<file path="config.mk">
export PLATFORM = sky130hd
export DESIGN_NAME = msb_first_bit_packer
export DESIGN_NICKNAME = d
export VERILOG_FILES = /design/src/mbp_pkg.sv /design/src/mbp_front.sv /design/src/mbp_queue.sv /design/src/mbp_back.sv /design/src/msb_first_bit_packer.sv
export SDC_FILE = /design/constraint.sdc
export NUM_CORES = 1
export LEC_CHECK = 0
export ABC_CLOCK_PERIOD_IN_PS = 9000
export BUFFER_PORTS_ARGS = -buffer_cell sky130_fd_sc_hd__buf_2
export CORE_ASPECT_RATIO = 2
export CORE_MARGIN = 2
export CORE_UTILIZATION = 50
export DETAILED_ROUTE_END_ITERATION = 12
export PLACE_DENSITY_LB_ADDON = 0.12
export SYNTH_ARGS = -nofsm -noshare
export SYNTH_HDL_FRONTEND = slang
export SYNTH_HIERARCHICAL = 1
export SYNTH_SLANG_ARGS = --single-unit
</file>
<file path="constraint.sdc">
create_clock -name i_clk -period 9 [get_ports i_clk]
set_input_delay 0.9 -clock i_clk [delete_from_list [all_inputs] [get_ports i_clk]]
set_output_delay 0.9 -clock i_clk [all_outputs]
set_load 0.02 [all_outputs]
</file>
<file path="src/mbp_pkg.sv">
// Shared types and constants of the MSB-first bit packer.
package mbp_pkg;

    localparam int unsigned BYTE_W        = 8;
    localparam int unsigned VALUE_W       = 32;
    localparam int unsigned LEN_W         = 6;
    localparam int unsigned JOB_BYTES     = 4;
    localparam int unsigned QUEUE_DEPTH   = 2;
    localparam logic [LEN_W-1:0] MAX_FIELD_LEN = 6'd32;

    localparam logic FUNC_WRITE = 1'b0;
    localparam logic FUNC_FLUSH = 1'b1;

    typedef struct packed {
        logic               func;
        logic [VALUE_W-1:0] field_value;
        logic [LEN_W-1:0]   field_length;
    } t_in_word;

    typedef struct packed {
        logic [BYTE_W-1:0] out_byte;
        logic              last;
    } t_out_word;

    // Bytes completed by one input word, first byte in the top lane.
    typedef struct packed {
        logic [JOB_BYTES*BYTE_W-1:0] bytes;
        logic [2:0]                  count;
    } t_job;

endpackage

</file>
<file path="src/mbp_front.sv">
// Front end: accepts input words, merges them with the held bits, builds byte jobs.
module mbp_front (
    input  logic            i_clk,
    input  logic            i_rst_n,
    input  logic            i_valid,
    input  mbp_pkg::t_in_word i_word,
    input  logic            i_queue_full,
    output logic            o_ready,
    output logic            o_push,
    output mbp_pkg::t_job   o_job
);
    import mbp_pkg::*;

    logic [BYTE_W-1:0]  r_held;
    logic [2:0]         r_cnt;
    logic [BYTE_W-1:0]  n_held;
    logic [2:0]         n_cnt;

    logic               accept;
    logic [LEN_W-1:0]   len_sat;
    logic [VALUE_W-1:0] v_left;
    logic [39:0]        merged;
    logic [LEN_W-1:0]   total;
    logic [2:0]         nbytes;
    logic [BYTE_W-1:0]  rem_byte;

    assign o_ready = !i_queue_full;
    assign accept  = i_valid && o_ready;

    always_comb begin
        len_sat = (i_word.field_length > MAX_FIELD_LEN) ? MAX_FIELD_LEN : i_word.field_length;
        // Left-aligning the value drops every bit above the field length.
        v_left  = i_word.field_value << (MAX_FIELD_LEN - len_sat);
        merged  = {r_held, 32'd0} | ({v_left, 8'd0} >> r_cnt);
        total   = LEN_W'(r_cnt) + len_sat;
        nbytes  = total[5:3];
        case (nbytes)
            3'd0:    rem_byte = merged[39:32];
            3'd1:    rem_byte = merged[31:24];
            3'd2:    rem_byte = merged[23:16];
            3'd3:    rem_byte = merged[15:8];
            default: rem_byte = merged[7:0];
        endcase
    end

    always_comb begin
        if (i_word.func == FUNC_FLUSH) begin
            o_job.bytes = {r_held, 24'd0};
            o_job.count = (r_cnt != 3'd0) ? 3'd1 : 3'd0;
            n_held      = '0;
            n_cnt       = '0;
        end else begin
            o_job.bytes = merged[39:8];
            o_job.count = nbytes;
            n_held      = rem_byte;
            n_cnt       = total[2:0];
        end
        o_push = accept && (o_job.count != 3'd0);
    end

    always_ff @(posedge i_clk) begin
        if (!i_rst_n) begin
            r_held <= '0;
            r_cnt  <= '0;
        end else if (accept) begin
            r_held <= n_held;
            r_cnt  <= n_cnt;
        end
    end

endmodule

</file>
<file path="src/mbp_queue.sv">
// Short job queue between the front end and the byte emitter.
module mbp_queue #(
    parameter int unsigned DEPTH = mbp_pkg::QUEUE_DEPTH
) (
    input  logic          i_clk,
    input  logic          i_rst_n,
    input  logic          i_push,
    input  mbp_pkg::t_job i_job,
    input  logic          i_pop,
    output logic          o_full,
    output logic          o_empty,
    output mbp_pkg::t_job o_head
);
    import mbp_pkg::*;

    localparam int unsigned PTR_W = (DEPTH > 1) ? $clog2(DEPTH) : 1;
    localparam int unsigned CNT_W = $clog2(DEPTH + 1);

    t_job             r_mem [DEPTH];
    logic [PTR_W-1:0] r_wr_ptr;
    logic [PTR_W-1:0] r_rd_ptr;
    logic [CNT_W-1:0] r_count;

    function automatic logic [PTR_W-1:0] ptr_inc(input logic [PTR_W-1:0] p);
        logic [PTR_W-1:0] q;
        q = (p == PTR_W'(DEPTH - 1)) ? '0 : p + PTR_W'(1);
        return q;
    endfunction

    assign o_full  = (r_count == CNT_W'(DEPTH));
    assign o_empty = (r_count == '0);
    assign o_head  = r_mem[r_rd_ptr];

    always_ff @(posedge i_clk) begin
        if (i_push) begin
            r_mem[r_wr_ptr] <= i_job;
        end
    end

    always_ff @(posedge i_clk) begin
        if (!i_rst_n) begin
            r_wr_ptr <= '0;
            r_rd_ptr <= '0;
            r_count  <= '0;
        end else begin
            if (i_push) begin
                r_wr_ptr <= ptr_inc(r_wr_ptr);
            end
            if (i_pop) begin
                r_rd_ptr <= ptr_inc(r_rd_ptr);
            end
            if (i_push && !i_pop) begin
                r_count <= r_count + CNT_W'(1);
            end else if (i_pop && !i_push) begin
                r_count <= r_count - CNT_W'(1);
            end
        end
    end

endmodule

</file>
<file path="src/mbp_back.sv">
// Back end: walks the head job a byte per cycle into r_word unless stalled.
module mbp_back (
    input  logic              i_clk,
    input  logic              i_rst_n,
    input  logic              i_empty,
    input  mbp_pkg::t_job     i_head,
    input  logic              i_ready,
    output logic              o_pop,
    output logic              o_valid,
    output mbp_pkg::t_out_word o_word
);
    import mbp_pkg::*;

    logic              r_valid;
    t_out_word         r_word;
    logic [1:0]        r_idx;
    logic [1:0]        n_idx;
    logic              load;
    logic              is_last;
    logic [BYTE_W-1:0] sel_byte;

    assign load    = !i_empty && (!r_valid || i_ready);
    assign is_last = ((3'(r_idx) + 3'd1) == i_head.count);
    assign o_pop   = load && is_last;
    assign o_valid = r_valid;
    assign o_word  = r_word;

    always_comb begin
        case (r_idx)
            2'd0:    sel_byte = i_head.bytes[31:24];
            2'd1:    sel_byte = i_head.bytes[23:16];
            2'd2:    sel_byte = i_head.bytes[15:8];
            default: sel_byte = i_head.bytes[7:0];
        endcase
        if (load) begin
            n_idx = is_last ? 2'd0 : r_idx + 2'd1;
        end else begin
            n_idx = r_idx;
        end
    end

    always_ff @(posedge i_clk) begin
        if (load) begin
            r_word.out_byte <= sel_byte;
            r_word.last     <= is_last;
        end
    end

    always_ff @(posedge i_clk) begin
        if (!i_rst_n) begin
            r_valid <= 1'b0;
            r_idx   <= '0;
        end else begin
            r_idx <= n_idx;
            if (load) begin
                r_valid <= 1'b1;
            end else if (i_ready) begin
                r_valid <= 1'b0;
            end
        end
    end

endmodule

</file>
<file path="src/msb_first_bit_packer.sv">
// Top level of the MSB-first bit packer: front end, job queue and byte emitter.
// Usage: each input word is either a write of 0 to 32 bits (func = write) or a flush
// (func = flush). Write bits are appended most significant first after the up to
// seven held bits; each completed byte leaves on the output channel as one word,
// earliest bits in bit 7, with last set on the final byte of the input word.
// A flush pads the held bits with zeros and sends one byte if any bits were held.
// Words that complete no byte produce no output at all.
// Both channels use valid/ready; a word moves when valid and ready are high together.
// An accepted word's job is written into the job queue, and its first byte is then
// loaded from there into the output register once that is free, raising o_valid.
// Throughput: one output byte per cycle while the receiver is ready, and a write
// completes up to four bytes. The byte emitter sets the sustained rate;
// the front end takes a new word every cycle while the job queue has room.
// Reset (synchronous, active low) clears the held bits, empties the queue and drops
// any output word not yet taken.
// When the receiver stalls, the output register holds its word, the queue fills, and
// then o_ready falls until the emitter drains a job.
module msb_first_bit_packer #(
    parameter int unsigned QUEUE_DEPTH = mbp_pkg::QUEUE_DEPTH
) (
    input  logic               i_clk,
    input  logic               i_rst_n,
    input  logic               i_valid,
    output logic               o_ready,
    input  mbp_pkg::t_in_word  i_word,
    output logic               o_valid,
    input  logic               i_ready,
    output mbp_pkg::t_out_word o_word
);
    import mbp_pkg::*;

    // Job handoff between the front end and the queue.
    logic push;
    t_job front_job;

    // Queue head and status seen by the emitter.
    logic queue_full;
    logic queue_empty;
    logic pop;
    t_job head_job;

    mbp_front u_front (
        .i_clk        (i_clk),
        .i_rst_n      (i_rst_n),
        .i_valid      (i_valid),
        .i_word       (i_word),
        .i_queue_full (queue_full),
        .o_ready      (o_ready),
        .o_push       (push),
        .o_job        (front_job)
    );

    mbp_queue #(
        .DEPTH (QUEUE_DEPTH)
    ) u_queue (
        .i_clk   (i_clk),
        .i_rst_n (i_rst_n),
        .i_push  (push),
        .i_job   (front_job),
        .i_pop   (pop),
        .o_full  (queue_full),
        .o_empty (queue_empty),
        .o_head  (head_job)
    );

    // The emitter pops a job in the same cycle that it loads the job's final byte.
    mbp_back u_back (
        .i_clk   (i_clk),
        .i_rst_n (i_rst_n),
        .i_empty (queue_empty),
        .i_head  (head_job),
        .i_ready (i_ready),
        .o_pop   (pop),
        .o_valid (o_valid),
        .o_word  (o_word)
    );

`ifndef SYNTHESIS
    // The rest of a job is already queued, so a taken non-final byte is followed at once.
    a_job_continues: assert property (@(posedge i_clk) disable iff (!i_rst_n)
        (o_valid && i_ready && !o_word.last) |=> o_valid)
        else $error("output gap inside one input word");

    // The emitter never pops an empty queue.
    a_no_underflow: assert property (@(posedge i_clk) disable iff (!i_rst_n)
        pop |-> !queue_empty)
        else $error("queue popped while empty");

    // A job is never pushed into a full queue unless one leaves in the same cycle.
    a_no_overflow: assert property (@(posedge i_clk) disable iff (!i_rst_n)
        push |-> (!queue_full || pop))
        else $error("queue pushed while full");
`endif

endmodule
</file>
==> results of run 1 <==
## power by group
| group | total [W] | internal [W] | switching [W] |
|---|---|---|---|
| clock network | 0.000380 | 0.000198 | 0.000182 |
| logic | 0.000736 | 0.000271 | 0.000465 |
| registers | 0.000582 | 0.000563 | 0.0000189 |
| total | 0.00170 | 0.00103 | 0.000667 |
## cell type report
cell class                      instances  area, um^2  area share
Multi-Input combinational cell        741        5709      0.6008
Sequential cell                        98        2753      0.2897
Timing Repair Buffer                   65       355.3     0.03739
Tap cell                              213       266.5     0.02804
Clock buffer                            9       225.2     0.02370
Inverter                               30       112.6     0.01185
Clock inverter                          7       81.33    0.008558
## tightest hold or removal path, delay by kind of cell (launching register included)
family,cells,cell delay [ns]
AOI/OAI and AO/OA,1,0.07
and+or+nand+nor,1,0.07
DFF,1,0.34
## cells in the mapped netlist, types with 5 or more instances
cell type  number  area share
o21bai_1        6      0.0050
and2_1         12      0.0084
a211oi_1       12       0.010
o32ai_1         5      0.0049
nor3_1         38       0.021
or4_1           6      0.0050
a21oi_1        55       0.031
o2bb2ai_1       7      0.0069
edfxtp_1       79        0.27
o2111ai_1       5      0.0049
a221oi_1        8      0.0078
buf_4          10      0.0084
o22ai_1         5      0.0035
mux4_2         26       0.065
o31ai_1         7      0.0059
nor2_1         73       0.031
a31oi_1         6      0.0042
o21ai_0        37       0.021
nand2_1        61       0.026
ha_1            8       0.011
nand4_1         7      0.0049
inv_1          26       0.011
mux2_2         55       0.069
nor2b_1        11      0.0077
mux2i_1        68       0.076
buf_2          21       0.012
o211ai_1       11      0.0092
nand3_1        28       0.016
o21ai_1         7      0.0039
nand2b_1        6      0.0042
xor2_1          5      0.0049
a32oi_1         7      0.0069
clkbuf_1       33       0.014
nor4_1         10      0.0070
and3_1          6      0.0042
o21a_1          6      0.0050
dfxtp_1        19       0.043
a22oi_1        11      0.0092
or2_2           6      0.0042
a222oi_1        8      0.0090
a21o_1         11      0.0092
## path summary, 6_finish.rpt
| kind | start | end | depth (start not counted) |
|---|---|---|---|
| worst max-delay path | i_word[0] | u_queue/r_mem[0][14] | 15 |
| worst min-delay path | u_back/r_idx[1] | u_back/r_idx[1] | 2 |
| worst max register to register | u_front/r_cnt[1] | u_queue/r_mem[0][3] | 10 |
| worst min register to register | u_back/r_idx[1] | u_back/r_idx[1] | 2 |
## flip-flops by register name, summed over array words and instances (netlist names), named ones only
register and cells:
u_back/o_valid 1, u_queue/r_rd_ptr 1, u_back/r_idx 2, u_front/r_held 8
u_queue/r_mem 70, u_queue/r_count 2, u_queue/r_wr_ptr 1, u_back/o_word 9
u_front/r_cnt 3
## metal layers
metal  vias up  wire length, um
met3        63             2242
met1      4054            11840
met5         -                0
met4         0              909
li1       3708                -
met2       413            15110
## through the flow
stage	total power, W	setup WS [ns]
finish	0.001698	3.299
global route	0.001779	3.010
CTS	0.001699	3.470
detailed placement	0.001314	3.098
global placement	0.001306	3.187
floorplan	0.001108	3.544
## cell families after synthesis
| group | count (synthesis) | share of synthesized area |
|---|---|---|
| and+or+nand+nor | 292 | 0.1653 |
| AOI/OAI and AO/OA | 279 | 0.2301 |
| muxes | 150 | 0.2126 |
| buffers and inverters | 105 | 0.05499 |
| DFF | 98 | 0.3079 |
| xor gates and xnor gates | 11 | 0.01581 |
| adders and majority gates | 9 | 0.01343 |
==> flow_summary.ini, run 1 <==
[outcome]
status = completed

[worst_hold_path]
hp-class = reg2reg

[timing]
layout_min_cycle_time_ns = 5.701
fin_hold_ws_ns = 0.5190
setup_viol = 0
tightest_slew_ns = 1.136
slew_headroom = 0.2378
final_hold_viol_count = 0
slew_violations = 0
finalCritPeriodShare = 0.6334
clock_skew_ns = 0.01277
rsz0062_at_grt = no
tns_ns = 0
fmax_ghz = 0.1754

[grt]
antenna_found_initial = 0
grt_pass1_vias = 7906
grt_overflow_total = 0
use_met2 = 0.5377
use_met3 = 0.03821
grt_max_degree = 54
grt_use_total = 0.3146
use_met1 = 0.4203
grt_pass1_wl_mm = 46.52
top_usage_layer = met2

[die]
die_width_um = 98.56
row_count = 69
start_util = 0.5077
die_h_um = 193.1
coreArea_um2 = 17610
io_pins = 54
die_area_um2 = 19030

[worst_setup_path]
crit_path_max_incr_delay_ns = 0.59
cp_cell_sequence = buf_2, nor2b_2, buf_4, inv_2, ha_2, buf_4, mux2i_1, or4_1, a21oi_1, o2bb2ai_1, nor3_1, nor3_1, a221oi_1, mux2i_1, nor2_1
critPathLaunchType = input port
path_class = in2reg
r2r_slack_ns = 4.70
end_kind = register
cpMaxStageDelayCell = or4_1
worstPathMaxFanout = 53
path_buf_inv = 4
cp.required_ns = 9.17
worstPathArrival_ns = 5.87
crit_family = buffers and inverters

[detailed_routing]
drt-wirelength-per-cell_um = 25.88
drt_iter0_drc = 1044
wl_mm = 30.10
first_pass_iters = 6
ant_nets = 0
via_per_inst = 7.083
route.vias.total = 8238
drcViolationCount = 0

[yosys]
syn-num-nets = 996
synthArstFlopShare = 0
yosys.cell_types.count = 105
synthFlopType = edfxtp_1
syn_area_um2 = 8941
ys_seq_area_frac = 0.3079
ys_warn_count = 6
syn_inst = 944
synth_edf_count = 79
avgSynthCellArea_um2 = 9.471
synth-seq-cells = 98

[clock_network]
clockBufferDepth = 2
clk_pin_slew_ns = 0.08
root_buffer = clkbuf_16
cts_setup_buffers = 0
cts_sinks = 98
cts_resized = 0
cts_tree = built
ctsHoldBuffers = 0
clock_latency_ns = 0.34
h-tree-depth = 3
cts_made_buffers = 9

[placed_design]
portBuffers = 53
dpl_cell_area_um2 = 9196
gp_congestion = 0.9977
placed_cells = 1147
dp_hpwl_mm = 22.21

[power]
p_leak_nw = 3.459
irDropWorstVdd_v = 0.0001457
power.density_nw_per_um2 = 178.7

[layout]
final_cell_mix = edfxtp_1 (79), nor2_1 (73), mux2i_1 (68)
layout.nets = 997
syn2layout_area_growth_pct = 6.283
num_antenna_cells = 0
drive_above_1_share = 0.2168
final_util = 0.5396
fin_area_um2 = 9503
final_cell_count_no_fill = 1163
fillCellCount = 1669
mostFrequentLayoutCell = edfxtp_1

[flow_run]
maxCapViolCount = 0
Note: power is estimated with default switching activity, not from simulation.
==> run 2: changes to the inputs <==
--- a/config.mk
+++ b/config.mk
@@ -5,7 +5,7 @@
 export SDC_FILE = /design/constraint.sdc
 export NUM_CORES = 1
 export LEC_CHECK = 0
-export ABC_CLOCK_PERIOD_IN_PS = 9000
+export ABC_CLOCK_PERIOD_IN_PS = 5300
 export BUFFER_PORTS_ARGS = -buffer_cell sky130_fd_sc_hd__buf_2
 export CORE_ASPECT_RATIO = 2
 export CORE_MARGIN = 2
==> constraint.sdc (replaced) <==
create_clock -name i_clk -period 5.3 [get_ports i_clk]
set_input_delay 0.53 -clock i_clk [delete_from_list [all_inputs] [get_ports i_clk]]
set_output_delay 0.53 -clock i_clk [all_outputs]
set_load 0.02 [all_outputs]
==> run 2 against run 1 <==
Effect of this change:
- die area is the same
- utilization grew 0.61 points
- combinational power is 71% higher
- clock power up 73%
- non-clock buffer count up 13
- wire length rose by 1.7%
- clock skew down 0.0021 ns
- final area grew 1.1%
- via count rose by 1.4%
- sequential share of layout area shrank 0.32 points
- critical path type unchanged
- largest cell class unchanged
==> flow_summary.ini, run 2 (synthesis gave the netlist of run 1 again) <==
[outcome]
status = completed

[worst_hold_path]
holdPathStages = 2
hold_path_end = u_queue/r_count[1]
hp-start = u_queue/r_count[1]
hp-class = reg2reg

[worst_setup_path]
r2r_start = u_front/r_cnt[1]
worstPathArrival_ns = 4.95
r2r_slack_ns = 1.64
r2r-end = u_front/r_held[4]
critPathLaunchType = input port
r2r_cells = 10
cp.required_ns = 5.49
path_class = in2reg
end_kind = register
worstPathMaxFanout = 26

[power]
irDropWorstVdd_v = 0.0002134
power.density_nw_per_um2 = 303.1
p_leak_nw = 3.525

[die]
die_area_um2 = 19030
row_count = 69
start_util = 0.5077
io_pins = 54
coreArea_um2 = 17610
die_width_um = 98.56
die_h_um = 193.1

[placed_design]
dp_hpwl_mm = 22.80
placed_cells = 1160
gp_congestion = 1.020
dpl_cell_area_um2 = 9306
portBuffers = 53

[flow_run]
maxCapViolCount = 0

[layout]
fin_area_um2 = 9610
syn2layout_area_growth_pct = 7.487
mostFrequentLayoutCell = edfxtp_1
regMostFlops = u_queue/r_mem
final_cell_count_no_fill = 1176
drive_above_1_share = 0.2274
largest_reg_flops = 70
num_antenna_cells = 0
final_cell_mix = edfxtp_1 (79), nor2_1 (73), mux2i_1 (68)
layout.nets = 1010

[grt]
top_usage_layer = met2
grt_pass1_vias = 7890
antenna_found_initial = 0
grt_max_degree = 52
use_met1 = 0.4167
grt_use_total = 0.3203
use_met2 = 0.5450
use_met3 = 0.05191
grt_overflow_total = 0
grt_pass1_wl_mm = 47.26

[timing]
fmax_ghz = 0.2102
rsz0062_at_grt = no
clock_skew_ns = 0.01071
slew_headroom = 0.2831
tns_ns = 0
slew_violations = 0
setup_viol = 0
tightest_slew_ns = 1.065
finalCritPeriodShare = 0.8976
final_hold_viol_count = 0
layout_min_cycle_time_ns = 4.757

[detailed_routing]
drt-wirelength-per-cell_um = 26.03
wl_mm = 30.61
via_per_inst = 7.100
drt_iter0_drc = 980
route.vias.total = 8350
ant_nets = 0
first_pass_iters = 5
drcViolationCount = 0

[clock_network]
clk_pin_slew_ns = 0.08
cts_setup_buffers = 0
cts_tree = built
clockBufferDepth = 2
cts_sinks = 98
ctsHoldBuffers = 0
cts_resized = 0
clock_latency_ns = 0.35
h-tree-depth = 3
cts_made_buffers = 9
root_buffer = clkbuf_16
[run 2: worst max-delay path by stage]
stage / start / slack [ns] / endpoint / depth (start not counted)
2_1_floorplan: i_word[5] / 0.21 / u_queue/r_mem[0][0] / 15
3_3_place_gp: i_word[5] / 0.44 / u_queue/r_mem[0][14] / 13
3_5_place_dp: i_word[5] / 0.37 / u_queue/r_mem[0][14] / 13
4_1_cts: i_word[5] / 0.74 / u_queue/r_mem[0][14] / 13
5_1_grt: i_word[5] / 0.33 / u_queue/r_mem[0][14] / 13
6_report: i_word[5] / 0.54 / u_queue/r_mem[0][14] / 13
[run 2: layout make-up]
type	instances	area (um^2)
clock buffer	9	225.2
clock inverter	7	78.83
fill	1644	8001
inverter	30	112.6
multi-input combinational	741	5709
sequential	98	2753
tap	213	266.5
timing repair buffer	78	465.4
[run 2: through the flow]
step	power, W	setup slack (ns)	utilization	hold WS (ns)
2_1_floorplan	0.001881	0.2139	-	0.4662
4_1_cts	0.002905	0.7380	0.5457	0.5016
5_1_grt	0.003048	0.3322	0.5457	0.5262
3_3_place_gp	0.002240	0.4397	0.5284	0.4773
6_report	0.002913	0.5426	0.5457	0.4954
3_5_place_dp	0.002248	0.3735	0.5284	0.4911
[run 2: worst max-delay path: stages]
cell      delay (ns)
buf_2           0.38
clkinv_1        0.16
nand2_1         0.16
ha_2            0.46
or4b_1          0.53
o21a_2          0.21
a21oi_1         0.41
o31ai_1         0.20
a32oi_1         0.61
nand2_1         0.27
a221oi_1        0.71
mux2i_1         0.15
nor2_1          0.16
[run 2: routing by layer]
layer  wire length (um)  vias up
li1                   -     3742
met1              11810     4028
met2              15130      487
met3               2538       93
met4               1129        0
met5                  0        -
[run 2: where the power goes]
group	internal, W	switching (W)	total (W)
Clock	0.000335	0.000323	0.000658
Sequential	0.000956	0.0000399	0.000995
Combinational	0.000475	0.000784	0.00126
